File: config.mk
export PLATFORM = sky130hd
export DESIGN_NAME = annexb_nal_access_unit_splitter
export DESIGN_NICKNAME = d
export VERILOG_FILES = /design/src/rtl/core/annexb_pkg.sv /design/src/rtl/core/annexb_nal_access_unit_splitter.sv
export SDC_FILE = /design/constraint.sdc
export NUM_CORES = 1
export LEC_CHECK = 0
export ABC_AREA = 1
export BUFFER_PORTS_ARGS = -buffer_cell sky130_fd_sc_hd__buf_2
export CAP_MARGIN = 5
export CORE_MARGIN = 1.5
export CORE_UTILIZATION = 45
export CTS_CLUSTER_DIAMETER = 120
export DETAILED_ROUTE_END_ITERATION = 8
export PLACE_DENSITY_LB_ADDON = 0.15
export SLEW_MARGIN = 40
export SYNTH_ARGS = -nofsm -noshare
export SYNTH_HDL_FRONTEND = slang
export SYNTH_SLANG_ARGS = --single-unit
File: constraint.sdc
create_clock -name clock -period 16.5 [get_ports clock]
set_input_delay 0 -clock clock [delete_from_list [all_inputs] [get_ports clock]]
set_output_delay 0 -clock clock [all_outputs]
set_load 0.02 [all_outputs]
File: src/rtl/core/annexb_pkg.sv
// Types, codes and the per-byte NAL emit function for the Annex B splitter.
package annexb_pkg;

   localparam logic [4:0]  NAL_TYPE_AUD     = 5'd9;
   localparam logic [4:0]  NAL_TYPE_END_SEQ = 5'd10;
   localparam logic [7:0]  NAL_INDEX_MAX    = 8'hFF;
   localparam logic [15:0] AU_INDEX_MAX     = 16'hFFFF;
   localparam int          HELD_DEPTH       = 3;
   localparam int          RSP_DEPTH        = 4;

   typedef struct packed {
      logic [7:0]  payload_byte;
      logic        nal_first;
      logic        nal_end;
      logic [4:0]  nal_type;
      logic [1:0]  ref_idc;
      logic        forbidden_bit;
      logic        au_first;
      logic [7:0]  nal_index;
      logic [15:0] au_index;
   } rsp_word_type;

   typedef struct packed {
      logic        in_nal;
      logic        expect_header;
      logic [7:0]  current_header;
      logic [7:0]  nal_counter;
      logic [15:0] au_counter;
      logic        nal_seen;
   } nal_state_type;

   typedef struct packed {
      nal_state_type st;
      logic          valid;
      rsp_word_type  rsp;
   } put_type;

   localparam nal_state_type NAL_STATE_RESET = '{
      in_nal: 1'b0, expect_header: 1'b0, current_header: 8'd0,
      nal_counter: 8'd0, au_counter: 16'd0, nal_seen: 1'b0};

   function automatic put_type put_byte(nal_state_type st, logic [7:0] b, logic is_end);
      put_type    p;
      logic [4:0] t;
      logic [4:0] ct;
      p       = '0;
      p.st    = st;
      p.valid = st.in_nal;
      t       = b[4:0];
      if (st.in_nal && st.expect_header) begin
         p.rsp.nal_first         = 1'b1;
         p.st.expect_header      = 1'b0;
         p.st.current_header     = b;
         if (t == NAL_TYPE_AUD || t == NAL_TYPE_END_SEQ) begin
            if (st.au_counter != AU_INDEX_MAX) begin
               p.st.au_counter = st.au_counter + 16'd1;
            end
            p.st.nal_counter = 8'd0;
         end else if (st.nal_seen && st.nal_counter != NAL_INDEX_MAX) begin
            p.st.nal_counter = st.nal_counter + 8'd1;
         end
         p.st.nal_seen = 1'b1;
      end
      ct                  = p.st.current_header[4:0];
      p.rsp.payload_byte  = b;
      p.rsp.nal_end       = is_end;
      p.rsp.nal_type      = ct;
      p.rsp.ref_idc       = p.st.current_header[6:5];
      p.rsp.forbidden_bit = p.st.current_header[7];
      p.rsp.au_first      = (ct == NAL_TYPE_AUD) || (ct == NAL_TYPE_END_SEQ);
      p.rsp.nal_index     = p.st.nal_counter;
      p.rsp.au_index      = p.st.au_counter;
      return p;
   endfunction

endpackage

File: src/rtl/core/annexb_nal_access_unit_splitter.sv
// Top level of the Annex B start code parser and NAL / access unit splitter.
//
//   channel | dir | handshake            | word
//   req     | in  | req_valid/req_ready  | data_byte, stream_end
//   rsp     | out | rsp_valid/rsp_ready  | payload byte, NAL marks, header fields, indices
//
// One byte is taken per cycle while the buffer is empty or its last word leaves; a
// payload byte leaves three bytes after it arrives. A byte marked stream_end loads up
// to four words, drained one per cycle; the next byte goes in the cycle the last leaves.
// Synchronous active-high reset clears the parse state and empties the buffer.
// rsp stalls hold the buffer and block req until its last word leaves.
module annexb_nal_access_unit_splitter (
   input  logic        clock,
   input  logic        reset,
   input  logic        req_valid,
   output logic        req_ready,
   input  logic [7:0]  req_data_byte,
   input  logic        req_stream_end,
   output logic        rsp_valid,
   input  logic        rsp_ready,
   output logic [7:0]  rsp_payload_byte,
   output logic        rsp_nal_first,
   output logic        rsp_nal_end,
   output logic [4:0]  rsp_nal_type,
   output logic [1:0]  rsp_ref_idc,
   output logic        rsp_forbidden_bit,
   output logic        rsp_au_first,
   output logic [7:0]  rsp_nal_index,
   output logic [15:0] rsp_au_index,
   output logic        rsp_last
);
   import annexb_pkg::*;

   logic [7:0]    held_ff [HELD_DEPTH];
   logic [7:0]    held_in [HELD_DEPTH];
   logic [1:0]    held_count_ff, held_count_in, held_count_step;
   nal_state_type nal_state_ff, nal_state_in, st_step;
   rsp_word_type  rsp_buf_ff [RSP_DEPTH];
   rsp_word_type  rsp_buf_in [RSP_DEPTH];
   logic [2:0]    rsp_cnt_ff, rsp_cnt_in;
   logic [1:0]    rsp_idx_ff, rsp_idx_in;
   logic [7:0]    held_step [HELD_DEPTH];

   logic          req_fire, rsp_fire;
   logic          z0, z1, z2, is_one, is_zero;
   logic          start4, start3, trail, emit0, v0;
   logic [1:0]    flush_n;
   put_type       p0, f1, f2, f3;
   rsp_word_type  rsp_word;

   assign req_fire  = req_valid && req_ready;
   assign rsp_valid = rsp_cnt_ff != 3'd0;
   assign rsp_fire  = rsp_valid && rsp_ready;
   assign req_ready = (rsp_cnt_ff == 3'd0) || (rsp_cnt_ff == 3'd1 && rsp_ready);

   assign z0      = held_ff[0] == 8'd0;
   assign z1      = held_ff[1] == 8'd0;
   assign z2      = held_ff[2] == 8'd0;
   assign is_one  = req_data_byte == 8'd1;
   assign is_zero = req_data_byte == 8'd0;
   assign start4  = held_count_ff == 2'd3 && z0 && z1 && z2 && is_one;
   assign start3  = !start4 && is_one &&
                    ((held_count_ff == 2'd2 && z0 && z1) || (held_count_ff == 2'd3 && z1 && z2));
   assign trail   = held_count_ff == 2'd3 && z1 && z2 && is_zero;
   assign emit0   = held_count_ff == 2'd3 && !start4;

   // advance the parse for one byte: normal step, then flush on stream end
   always_comb begin
      p0              = put_byte(nal_state_ff, held_ff[0], start3 || trail);
      v0              = emit0 && p0.valid;
      st_step         = emit0 ? p0.st : nal_state_ff;
      held_step       = held_ff;
      held_count_step = held_count_ff;
      if (start4 || start3) begin
         st_step.in_nal        = 1'b1;
         st_step.expect_header = 1'b1;
         held_count_step       = 2'd0;
      end else if (trail) begin
         st_step.in_nal        = 1'b0;
         st_step.expect_header = 1'b0;
         held_step[0]          = held_ff[1];
         held_step[1]          = held_ff[2];
         held_step[2]          = req_data_byte;
         held_count_step       = 2'd3;
      end else if (held_count_ff == 2'd3) begin
         held_step[0]          = held_ff[1];
         held_step[1]          = held_ff[2];
         held_step[2]          = req_data_byte;
         held_count_step       = 2'd3;
      end else begin
         held_step[held_count_ff] = req_data_byte;
         held_count_step          = held_count_ff + 2'd1;
      end
      f1      = put_byte(st_step, held_step[0], held_count_step == 2'd1);
      f2      = put_byte(f1.st, held_step[1], held_count_step == 2'd2);
      f3      = put_byte(f2.st, held_step[2], held_count_step == 2'd3);
      flush_n = (req_stream_end && st_step.in_nal) ? held_count_step : 2'd0;
   end

   always_comb begin
      held_in       = held_ff;
      held_count_in = held_count_ff;
      nal_state_in  = nal_state_ff;
      rsp_buf_in    = rsp_buf_ff;
      rsp_cnt_in    = rsp_cnt_ff;
      rsp_idx_in    = rsp_idx_ff;
      if (rsp_fire) begin
         rsp_cnt_in = rsp_cnt_ff - 3'd1;
         rsp_idx_in = rsp_idx_ff + 2'd1;
      end
      if (req_fire) begin
         if (req_stream_end) begin
            held_in       = '{default: 8'd0};
            held_count_in = 2'd0;
            nal_state_in  = NAL_STATE_RESET;
         end else begin
            held_in       = held_step;
            held_count_in = held_count_step;
            nal_state_in  = st_step;
         end
         if (v0) begin
            rsp_buf_in = '{p0.rsp, f1.rsp, f2.rsp, f3.rsp};
         end else begin
            rsp_buf_in = '{f1.rsp, f2.rsp, f3.rsp, f3.rsp};
         end
         rsp_cnt_in = {2'b00, v0} + {1'b0, flush_n};
         rsp_idx_in = 2'd0;
      end
   end

   always_ff @(posedge clock) begin
      if (reset) begin
         held_count_ff <= 2'd0;
         nal_state_ff  <= NAL_STATE_RESET;
         rsp_cnt_ff    <= 3'd0;
         rsp_idx_ff    <= 2'd0;
      end else begin
         held_count_ff <= held_count_in;
         nal_state_ff  <= nal_state_in;
         rsp_cnt_ff    <= rsp_cnt_in;
         rsp_idx_ff    <= rsp_idx_in;
      end
   end

   always_ff @(posedge clock) begin
      held_ff    <= held_in;
      rsp_buf_ff <= rsp_buf_in;
   end

   assign rsp_word          = rsp_buf_ff[rsp_idx_ff];
   assign rsp_payload_byte  = rsp_word.payload_byte;
   assign rsp_nal_first     = rsp_word.nal_first;
   assign rsp_nal_end       = rsp_word.nal_end;
   assign rsp_nal_type      = rsp_word.nal_type;
   assign rsp_ref_idc       = rsp_word.ref_idc;
   assign rsp_forbidden_bit = rsp_word.forbidden_bit;
   assign rsp_au_first      = rsp_word.au_first;
   assign rsp_nal_index     = rsp_word.nal_index;
   assign rsp_au_index      = rsp_word.au_index;
   assign rsp_last          = rsp_cnt_ff == 3'd1;

`ifndef SYNTHESIS
   a_rsp_cnt_bound: assert property (@(posedge clock) disable iff (reset)
      rsp_cnt_ff <= 3'd4)
      else $error("result buffer count out of range");

   a_ready_near_empty: assert property (@(posedge clock) disable iff (reset)
      req_ready |-> rsp_cnt_ff <= 3'd1)
      else $error("req taken while buffer holds more than one word");

   a_end_clears: assert property (@(posedge clock) disable iff (reset)
      req_fire && req_stream_end |=> held_count_ff == 2'd0 && !nal_state_ff.in_nal)
      else $error("stream end did not clear parse state");

   a_au_start_index: assert property (@(posedge clock) disable iff (reset)
      rsp_valid && rsp_nal_first && rsp_au_first |-> rsp_nal_index == 8'd0)
      else $error("access unit delimiter word with nonzero NAL index");
`endif

endmodule

==> impl_metrics.json, run 1 <==
{
  "finalCriticalPeriod_ns": 5.16,
  "setup_viol_count_final": 0,
  "grt-busiest-layer": "met2",
  "fin_hold_ws_ns": 0.0375,
  "ir_drop_uv": 174,
  "gp_congestion": 0.941,
  "slew_headroom": 0.417,
  "synthToLayoutAreaGrowth_pct": 11.3,
  "vias": 11216,
  "cts_buffer_depth": 3,
  "dp_hpwl_mm": 23.3,
  "placed_area_um2": 13600,
  "fin_crit_sh": 0.313,
  "fin_ws_ns": 11.34,
  "cts_max_level": 1,
  "grt_max_degree": 130,
  "wl_per_cell_um": 17.1,
  "yosys_warnings": 0,
  "ant_nets": 0,
  "drc": 0,
  "clk_pin_slew_worst_paths_ns": 0.06,
  "grt_setup_unrepaired": "no",
  "r2r_cells": 16,
  "coreArea_um2": 28700,
  "cp.arrival_ns": 5.59,
  "syn_avg_cell_area_um2": 8.13,
  "synth_edf_count": 195,
  "crit_chain": "nand2_4 -> nor2_4 -> nand3_1 -> nor2_1 -> nand3_1 -> nand2_2 -> inv_2 -> nand2_2 -> buf_4 -> clkinv_1 -> buf_4 -> ha_1 -> ha_1 -> o21ai_0 -> a21oi_1 -> dlygate4sd3_1",
  "met3_usage": 0.0287,
  "min_delay_worst_endpoint": "rsp_buf_ff[38]",
  "max_freq_mhz": 194,
  "synthCells": 1614,
  "rows": 62,
  "final_area_um2": 14600,
  "maxSlewViolCount": 0,
  "grt_usage": 0.235,
  "yosysSeqAreaShare": 0.510,
  "critical_path_required_ns": 16.93,
  "dieArea_um2": 30200,
  "clock_sinks": 237,
  "use_met2": 0.363,
  "port-buffer-count": 58,
  "min_delay_path_depth": 3,
  "r2r-end": "rsp_cnt_ff[2]",
  "finalNetCount": 1673,
  "cts_tree": "yes",
  "critical_path.max_stage_delay_ns": 0.59,
  "fin_tns_setup_ns": 0,
  "cts-buffers-inserted": 27,
  "yosys.cell_types.count": 45,
  "synthFlopType": "edfxtp_1",
  "viasPerCell": 5.46,
  "drive_above_1_share": 0.0891,
  "reg2reg_setup_slack_ns": 11.34,
  "critPathCaptureType": "register",
  "die_width_um": 174,
  "clock_skew_ns": 0.0179,
  "path_max_fanout": 64,
  "status": "complete, no violations",
  "clockRootBuffer": "clkbuf_16",
  "p_per_area_nw_per_um2": 140,
  "crit_slowest_cell": "dfxtp_1",
  "worstReg2RegStart": "held_count_ff[1]",
  "routed_wl_mm": 35.2,
  "dp_slack_ns": 11.64,
  "antennaDiodeCount": 0,
  "maxCapViolCount": 0,
  "first_iter_violations": 1007,
  "die_h_um": 174,
  "synthArstFlopShare": 0,
  "grt_antenna_before_repair": 0,
  "start_kind": "register",
  "worst_pin_slew_ns": 0.865,
  "fillers": 2796,
  "grt_pass1_vias": 10490,
  "ys_ff_latch": 237,
  "met1_usage": 0.342,
  "grt_overflow": 0,
  "postCtsSetupRepairBufs": 0,
  "power_mw": 2.05,
  "holdCritPathClass": "in -> reg",
  "clock_latency_ns": 0.55,
  "initial_utilization": 0.457,
  "io_pins": 59,
  "hp-start": "req_data_byte[3]",
  "hold_violations": 0,
  "drt_pass1_iterations": 5,
  "grt_pass1_wl_mm": 56.5,
  "syn_nets": 1636,
  "synth_area_um2": 13100,
  "crit_type": "reg -> reg",
  "p_leak_nw": 6.29
}
[state kept, by name (all words and copies together) (netlist names)]
register / cells
held_count_ff: 2
held_ff: 24
nal_state_ff: 35
rsp_buf_ff: 171
rsp_cnt_ff: 3
rsp_idx_ff: 2
[kinds of logic after synthesis]
family | share of synthesized area
flip-flops | 0.510
other | 0.000286
adder cells (fa/ha/maj) | 0.00858
AND/OR/NAND/NOR | 0.249
buffers and inverters | 0.0807
AO/OA/AOI/OAI | 0.140
multiplexers | 0.00686
XOR/XNOR | 0.00467
[how the worst max path moves through the flow]
stage	end	from	slack, ns	cells after the start
final	rsp_cnt_ff[2]	held_count_ff[1]	11.34	16
after global routing	rsp_cnt_ff[2]	held_count_ff[1]	10.89	16
after CTS	rsp_cnt_ff[2]	held_count_ff[1]	11.36	16
after detailed placement	rsp_buf_ff[147]	held_count_ff[1]	11.64	16
after global placement	rsp_buf_ff[108]	held_count_ff[1]	11.66	14
after floorplan	nal_state_ff[14]	rsp_cnt_ff[1]	10.14	12
[cells in the final DEF (no fill, tap or decap), drive strengths merged]
master	instances
and3	12
o21ai	199
and2	4
buf	72
nor2	201
o311ai	1
dfxtp	42
conb	1
ha	9
mux2i	9
nand4	34
xnor2	1
o21a	1
nand3b	5
clkinvlp	3
bufinv	1
xor2	6
edfxtp	195
nand3	91
dlygate4sd3	11
a21boi	19
a211oi	1
nor3	18
o32ai	1
o31ai	1
nand2	396
a21oi	18
o22ai	80
or2	5
o211ai	6
o221ai	2
inv	177
clkinv	16
clkbuf	34
[timing repair]
action / in CTS / in global routing
resized for setup: 0 / 0
hold buffers: 11 / 0
endpoints found under the hold margin: 36 / 0
[stage by stage]
stage / utilization / cells
floorplan: - / 1614
global placement: 0.475 / 1994
detailed placement: 0.475 / 1994
CTS: 0.508 / 2055
global route: 0.509 / 2056
finish: 0.509 / 2056
[critical path, delay by kind of cell (launching register included)]
kind | cells | cell delay [ns]
compound gates | 2 | 0.25
buf+inv | 5 | 2.19
flops | 1 | 0.59
simple gates | 7 | 1.48
fa+ha+maj | 2 | 0.47
[layer usage]
| layer | vias up | part of all wire |
|---|---|---|
| met5 | - | 0 |
| met4 | 0 | 0.030 |
| met3 | 68 | 0.064 |
| met2 | 366 | 0.44 |
| met1 | 5219 | 0.47 |
| li1 | 5563 | - |
[area by class of cell]
type,instances,area [µm²],share of cell area
inverters,181,692,0.0474
repair buffers,83,520,0.0356
clock inverters,16,118,0.00805
flip-flops and latches,237,6700,0.458
multi-input cells,1121,5380,0.368
clock buffers,34,722,0.0494
well taps,384,480,0.0329
[report_power, final]
group | total [mW] | switching [mW] | internal (mW)
combinational | 0.569 | 0.418 | 0.151
sequential | 0.914 | 0.0547 | 0.860
clock | 0.569 | 0.244 | 0.325
[cells in the mapped netlist (all sizes together), types with 4 or more instances]
cell | n | area share
nand2 | 396 | 0.12
nor2 | 201 | 0.062
o21ai | 199 | 0.076
edfxtp | 195 | 0.45
inv | 178 | 0.051
nand3 | 91 | 0.035
o22ai | 80 | 0.038
clkbuf | 49 | 0.014
dfxtp | 42 | 0.064
nand4 | 34 | 0.016
buf | 26 | 0.015
a21boi | 19 | 0.011
a21oi | 18 | 0.0071
nor3 | 18 | 0.0076
and3 | 12 | 0.0057
ha | 9 | 0.0086
mux2i | 9 | 0.0069
o211ai | 6 | 0.0034
xor2 | 6 | 0.0040
nand3b | 5 | 0.0038
or2 | 5 | 0.0024
and2 | 4 | 0.0019
No activity file was read; power rests on OpenSTA's default activity.
==> inputs of run 2 (changes only) <==
ABC_AREA = 0   (was 1)
clock period = 5.25 ns   (was 16.5 ns; I/O delays follow)
==> impl_metrics.json, run 2 <==
{
  "grt_antenna_before_repair": 0,
  "placed_area_um2": 13800,
  "p_int_mw": 4.57,
  "synth_area_leaders": "edfxtp_1 (44%), mux4_2 (7.2%), dfxtp_1 (6.4%), mux2i_1 (4.9%), nor2_1 (3.0%)",
  "syn_avg_cell_area_um2": 11.3,
  "p_per_area_nw_per_um2": 449,
  "p_clk_frac": 0.282,
  "drt_pass1_iterations": 5,
  "critPathCaptureType": "register",
  "io_pins": 59,
  "cts_buffer_depth": 3,
  "gp_congestion": 0.906,
  "largest_reg_flops": 171,
  "grt_setup_unrepaired": "no",
  "grt_overflow": 0,
  "largestRegisters": "rsp_buf_ff (171), nal_state_ff (35), held_ff (24)",
  "clock_skew_ns": 0.0142,
  "clockRootBuffer": "clkbuf_16",
  "clock_sinks": 237,
  "slew_headroom": 0.427,
  "critical_path.max_stage_delay_ns": 0.61,
  "p_seq_frac": 0.456,
  "die_h_um": 174,
  "cts-buffers-inserted": 27,
  "yosys_warnings": 0,
  "synthArstFlopShare": 0,
  "syn_nets": 1182,
  "final_common_cell": "edfxtp_1",
  "yosys.cell_types.count": 89,
  "routed_wl_mm": 32.8,
  "synth_edf_count": 195,
  "grt-busiest-layer": "met2",
  "dp_hpwl_mm": 22.4,
  "clock_latency_ns": 0.53,
  "most-common-layout-cells": "edfxtp_1 (195), nor2_1 (106), nand2_1 (104)",
  "seq_area_um2": 6700,
  "pwr-share-comb": 0.261,
  "use_met2": 0.335,
  "fin_crit_sh": 0.861,
  "max_freq_mhz": 221,
  "dieArea_um2": 30300,
  "clk_pin_slew_worst_paths_ns": 0.06,
  "port-buffer-count": 58,
  "path_max_fanout": 10,
  "holdCritPathClass": "in -> reg",
  "crit_type": "reg -> reg",
  "r2r_cells": 9,
  "met1_usage": 0.318,
  "wl_per_cell_um": 20.5,
  "cts_max_level": 1,
  "switchingPower_mw": 2.10,
  "synthCells": 1160,
  "hold_violations": 0,
  "synth_commonest_cells": "edfxtp_1 (195), nor2_1 (106), nand2_1 (105), o21ai_0 (71), mux2i_1 (64)",
  "synth_top_area_cell": "edfxtp_1",
  "drc": 0,
  "finalCriticalPeriod_ns": 4.52,
  "cp_common_cell": "mux2_2",
  "yosysMostFrequentCell": "edfxtp_1",
  "drive_above_1_share": 0.181,
  "initial_utilization": 0.457,
  "p_leak_nw": 5.31,
  "power_mw": 6.67,
  "p_sw_frac": 0.314,
  "setup_viol_count_final": 0,
  "synthToLayoutAreaGrowth_pct": 12.8,
  "crit_slowest_cell": "or4_1",
  "grt_pass1_vias": 9417,
  "grt_max_degree": 109,
  "ir_drop_uv": 665,
  "cts_tree": "yes",
  "antennaDiodeCount": 0,
  "fillers": 2599,
  "min_delay_path_depth": 2,
  "multi_input_area_um2": 6050,
  "netlist.area_leader.share": 0.445,
  "top_register": "rsp_buf_ff",
  "fin_tns_setup_ns": 0,
  "crit_chain": "or3b_4 -> or4_1 -> or2_2 -> xnor2_1 -> ha_1 -> o2111ai_2 -> nor4_4 -> mux2_2 -> mux2_2",
  "first_iter_violations": 813,
  "coreArea_um2": 28800,
  "rows": 62,
  "viasPerCell": 6.08,
  "grt_pass1_wl_mm": 52.6,
  "start_kind": "register",
  "ys_ff_latch": 237,
  "maxCapViolCount": 0,
  "critical_path_required_ns": 5.53,
  "synth_area_um2": 13200,
  "met3_usage": 0.0313,
  "worst_pin_slew_ns": 0.852,
  "status": "complete, no violations",
  "finalNetCount": 1222,
  "yosysSeqAreaShare": 0.509,
  "grt_usage": 0.216,
  "vias": 9752,
  "ant_nets": 0,
  "die_width_um": 174,
  "final_area_um2": 14800,
  "maxSlewViolCount": 0,
  "cp.arrival_ns": 4.80,
  "synthFlopType": "edfxtp_1"
}
-- run 2: path summary, 6_finish.rpt --
| kind | from | end | slack [ns] |
|---|---|---|---|
| worst min-delay path | req_stream_end | held_ff[23] | 0.04 |
| worst max-delay path | held_ff[18] | rsp_buf_ff[141] | 0.73 |
| worst min register to register | rsp_cnt_ff[1] | rsp_cnt_ff[1] | 0.46 |
| worst max register to register | held_ff[18] | rsp_buf_ff[141] | 0.73 |
-- run 2: metal layers --
| metal | up-vias | routed length [µm] |
|---|---|---|
| li1 | 4589 | - |
| met1 | 4836 | 15600 |
| met2 | 277 | 14800 |
| met3 | 50 | 1790 |
| met4 | 0 | 677 |
| met5 | - | 0 |
-- run 2: area by class of cell --
type,count,share of cell area
tap,384,0.0324
sequential,237,0.451
multi-input combinational,812,0.407
clock inverter,9,0.00851
inverter,26,0.00683
clock buffer,40,0.0508
timing repair buffer,96,0.0426
-- run 2: repair_timing --
| item | 4_1_cts | 5_1_grt |
|---|---|---|
| gates resized for setup | 0 | 0 |
| hold buffers | 13 | 0 |
| setup buffers | 0 | 0 |
| hold endpoints to repair | 22 | 0 |
-- run 2: kinds of logic (layout without fill, tap and decap cells) --
| group | after synthesis | count (layout) | share of synthesized area |
|---|---|---|---|
| compound gates | 292 | 292 | 0.152 |
| simple gates | 358 | 358 | 0.140 |
| other cells | 1 | 1 | 0.000285 |
| xor+xnor | 32 | 32 | 0.0224 |
| buf+inv | 111 | 171 | 0.0346 |
| fa+ha+maj | 9 | 9 | 0.00856 |
| flops | 237 | 237 | 0.509 |
| mux | 120 | 120 | 0.133 |
-- run 2: power groups by stage --
| stage | Sequential [mW] | Combinational [mW] | Clock (mW) |
|---|---|---|---|
| final | 3.05 | 1.74 | 1.88 |
| after global routing | 3.12 | 1.89 | 1.99 |
| after CTS | 3.05 | 1.77 | 1.93 |
| after detailed placement | 3.09 | 1.75 | 0 |
| after global placement | 3.11 | 1.68 | 0 |
| after floorplan | 3.00 | 1.28 | 0 |
-- run 2: per-stage QoR --
step	setup WS [ns]	instances	util	hold slack (ns)
after global routing	0.609	1604	0.516	0.0551
after floorplan	0.0378	1160	-	0.0691
after detailed placement	0.777	1542	0.480	0.274
after global placement	0.866	1541	0.479	0.269
final	0.732	1604	0.516	0.0416
after CTS	0.745	1604	0.515	0.0273
-- run 2: worst max-delay path, delay by kind of cell, from the launching register on --
kind	cells	cell delay, ns
compound gates	1	0.32
mux	2	0.65
fa+ha+maj	1	0.41
simple gates	4	1.94
flops	1	0.52
xor+xnor	1	0.43
==> inputs of run 3 (changes only) <==
CORE_UTILIZATION = 55   (was 45)
==> impl_metrics.json, run 3 (synthesized netlist as in run 2, its figures left out) <==
{
  "clock_sinks": 237,
  "drc": 0,
  "coreArea_um2": 23500,
  "hold_violations": 0,
  "finalCriticalPeriod_ns": 4.63,
  "cts_max_level": 1,
  "start_kind": "register",
  "critical_path.max_stage_delay_ns": 0.62,
  "cp.arrival_ns": 4.89,
  "final_core_util": 0.626,
  "top_register": "rsp_buf_ff",
  "fin_ws_ns": 0.624,
  "final_area_um2": 14700,
  "status": "complete, no violations",
  "slew_headroom": 0.416,
  "critical_path_required_ns": 5.51,
  "initial_utilization": 0.561,
  "grt_pass1_vias": 9176,
  "clock_latency_ns": 0.53,
  "max_freq_mhz": 216,
  "fin_tns_setup_ns": 0,
  "cp_common_cell": "mux2_2",
  "port-buffer-count": 58,
  "dieArea_um2": 24900,
  "grt_overflow": 0,
  "die_h_um": 158,
  "vias": 9690,
  "holdCritPathClass": "in -> reg",
  "largestRegisters": "rsp_buf_ff (171), nal_state_ff (35), held_ff (24)",
  "setup_viol_count_final": 0,
  "grt_usage": 0.256,
  "drive_above_1_share": 0.179,
  "cp_top_family": "simple AND/OR/NAND/NOR gates",
  "grt_pass1_wl_mm": 49.5,
  "ir_drop_uv": 330,
  "fin_hold_ws_ns": 0.0552,
  "antennaDiodeCount": 0,
  "p_leak_nw": 5.27,
  "dp_slack_ns": 0.708,
  "maxCapViolCount": 0,
  "crit_type": "reg -> reg",
  "path_max_fanout": 10,
  "gp_congestion": 0.885,
  "dp_hpwl_mm": 21.5,
  "fin_crit_sh": 0.881,
  "clk_pin_slew_worst_paths_ns": 0.07,
  "first_iter_violations": 864,
  "grt_max_degree": 81,
  "path_buf_inv": 0,
  "die_width_um": 158,
  "ant_nets": 0,
  "grt_setup_unrepaired": "no",
  "final_cells": 1540,
  "grt_antenna_before_repair": 0,
  "clock_skew_ns": 0.0204,
  "worst_pin_slew_ns": 0.876,
  "cts-buffers-inserted": 25,
  "placed_area_um2": 13800,
  "final_common_cell": "edfxtp_1",
  "crit_chain": "or3b_4 -> or4_1 -> or2_2 -> xnor2_1 -> ha_1 -> o2111ai_2 -> nor4_4 -> mux2_2 -> mux2_2",
  "synthToLayoutAreaGrowth_pct": 11.7,
  "critPathCaptureType": "register",
  "rows": 56,
  "viasPerCell": 6.29,
  "crit_slowest_cell": "or4_1",
  "largest_reg_flops": 171,
  "power_mw": 6.48,
  "finalNetCount": 1225,
  "routed_wl_mm": 31.5,
  "most-common-layout-cells": "edfxtp_1 (195), nor2_1 (106), nand2_1 (104)",
  "maxSlewViolCount": 0,
  "place_inst": 1482,
  "io_pins": 59,
  "cts_buffer_depth": 3,
  "p_per_area_nw_per_um2": 441,
  "clockRootBuffer": "clkbuf_16",
  "cts_tree": "yes",
  "drt_pass1_iterations": 5,
  "wl_per_cell_um": 20.4
}
## run 3: cell count changes in the layout (fill, tap and decap cells not counted), sizes merged
cell and change:
bufinv -1, buf +5, clkinvlp -1, clkinv +6, clkbuf -8
## run 3: routing by layer
metal	up-vias	part of all wire	track usage
met3	49	0.058	0.0339
met4	0	0.022	0.0773
li1	4602	-	-
met2	321	0.49	0.434
met1	4718	0.43	0.342
met5	-	0	0
## run 3: what timing repair did
| action | CTS | global route |
|---|---|---|
| endpoints found under the hold margin | 26 | 0 |
| resized for setup | 0 | 0 |
| buffers inserted | 0 | 0 |
| hold buffers | 13 | 0 |
## run 3: power breakdown
group	switching [mW]	total, mW	leakage (nW)	internal (mW)
logic	1.09	1.76	2.65	0.671
clock network	0.712	1.68	0.374	0.971
registers	0.248	3.03	2.25	2.79
total	2.05	6.48	5.27	4.43
## run 3: final cells by class
class | count | area (µm²)
tap | 319 | 399
clock inverter | 13 | 111
fill | 1898 | 8780
clock buffer | 32 | 652
inverter | 26 | 101
timing repair buffer | 101 | 696
sequential | 237 | 6700
multi-input combinational | 812 | 6030
## run 3: path summary, 6_finish.rpt
path                  startpoint              end  slack [ns]  depth (start not counted)
setup / recovery     held_ff[18]  rsp_buf_ff[141]        0.62                          9
hold / removal    req_stream_end      held_ff[10]        0.06                          2
setup reg to reg     held_ff[18]  rsp_buf_ff[141]        0.62                          9
hold reg to reg    rsp_cnt_ff[1]    rsp_cnt_ff[1]        0.46                          2
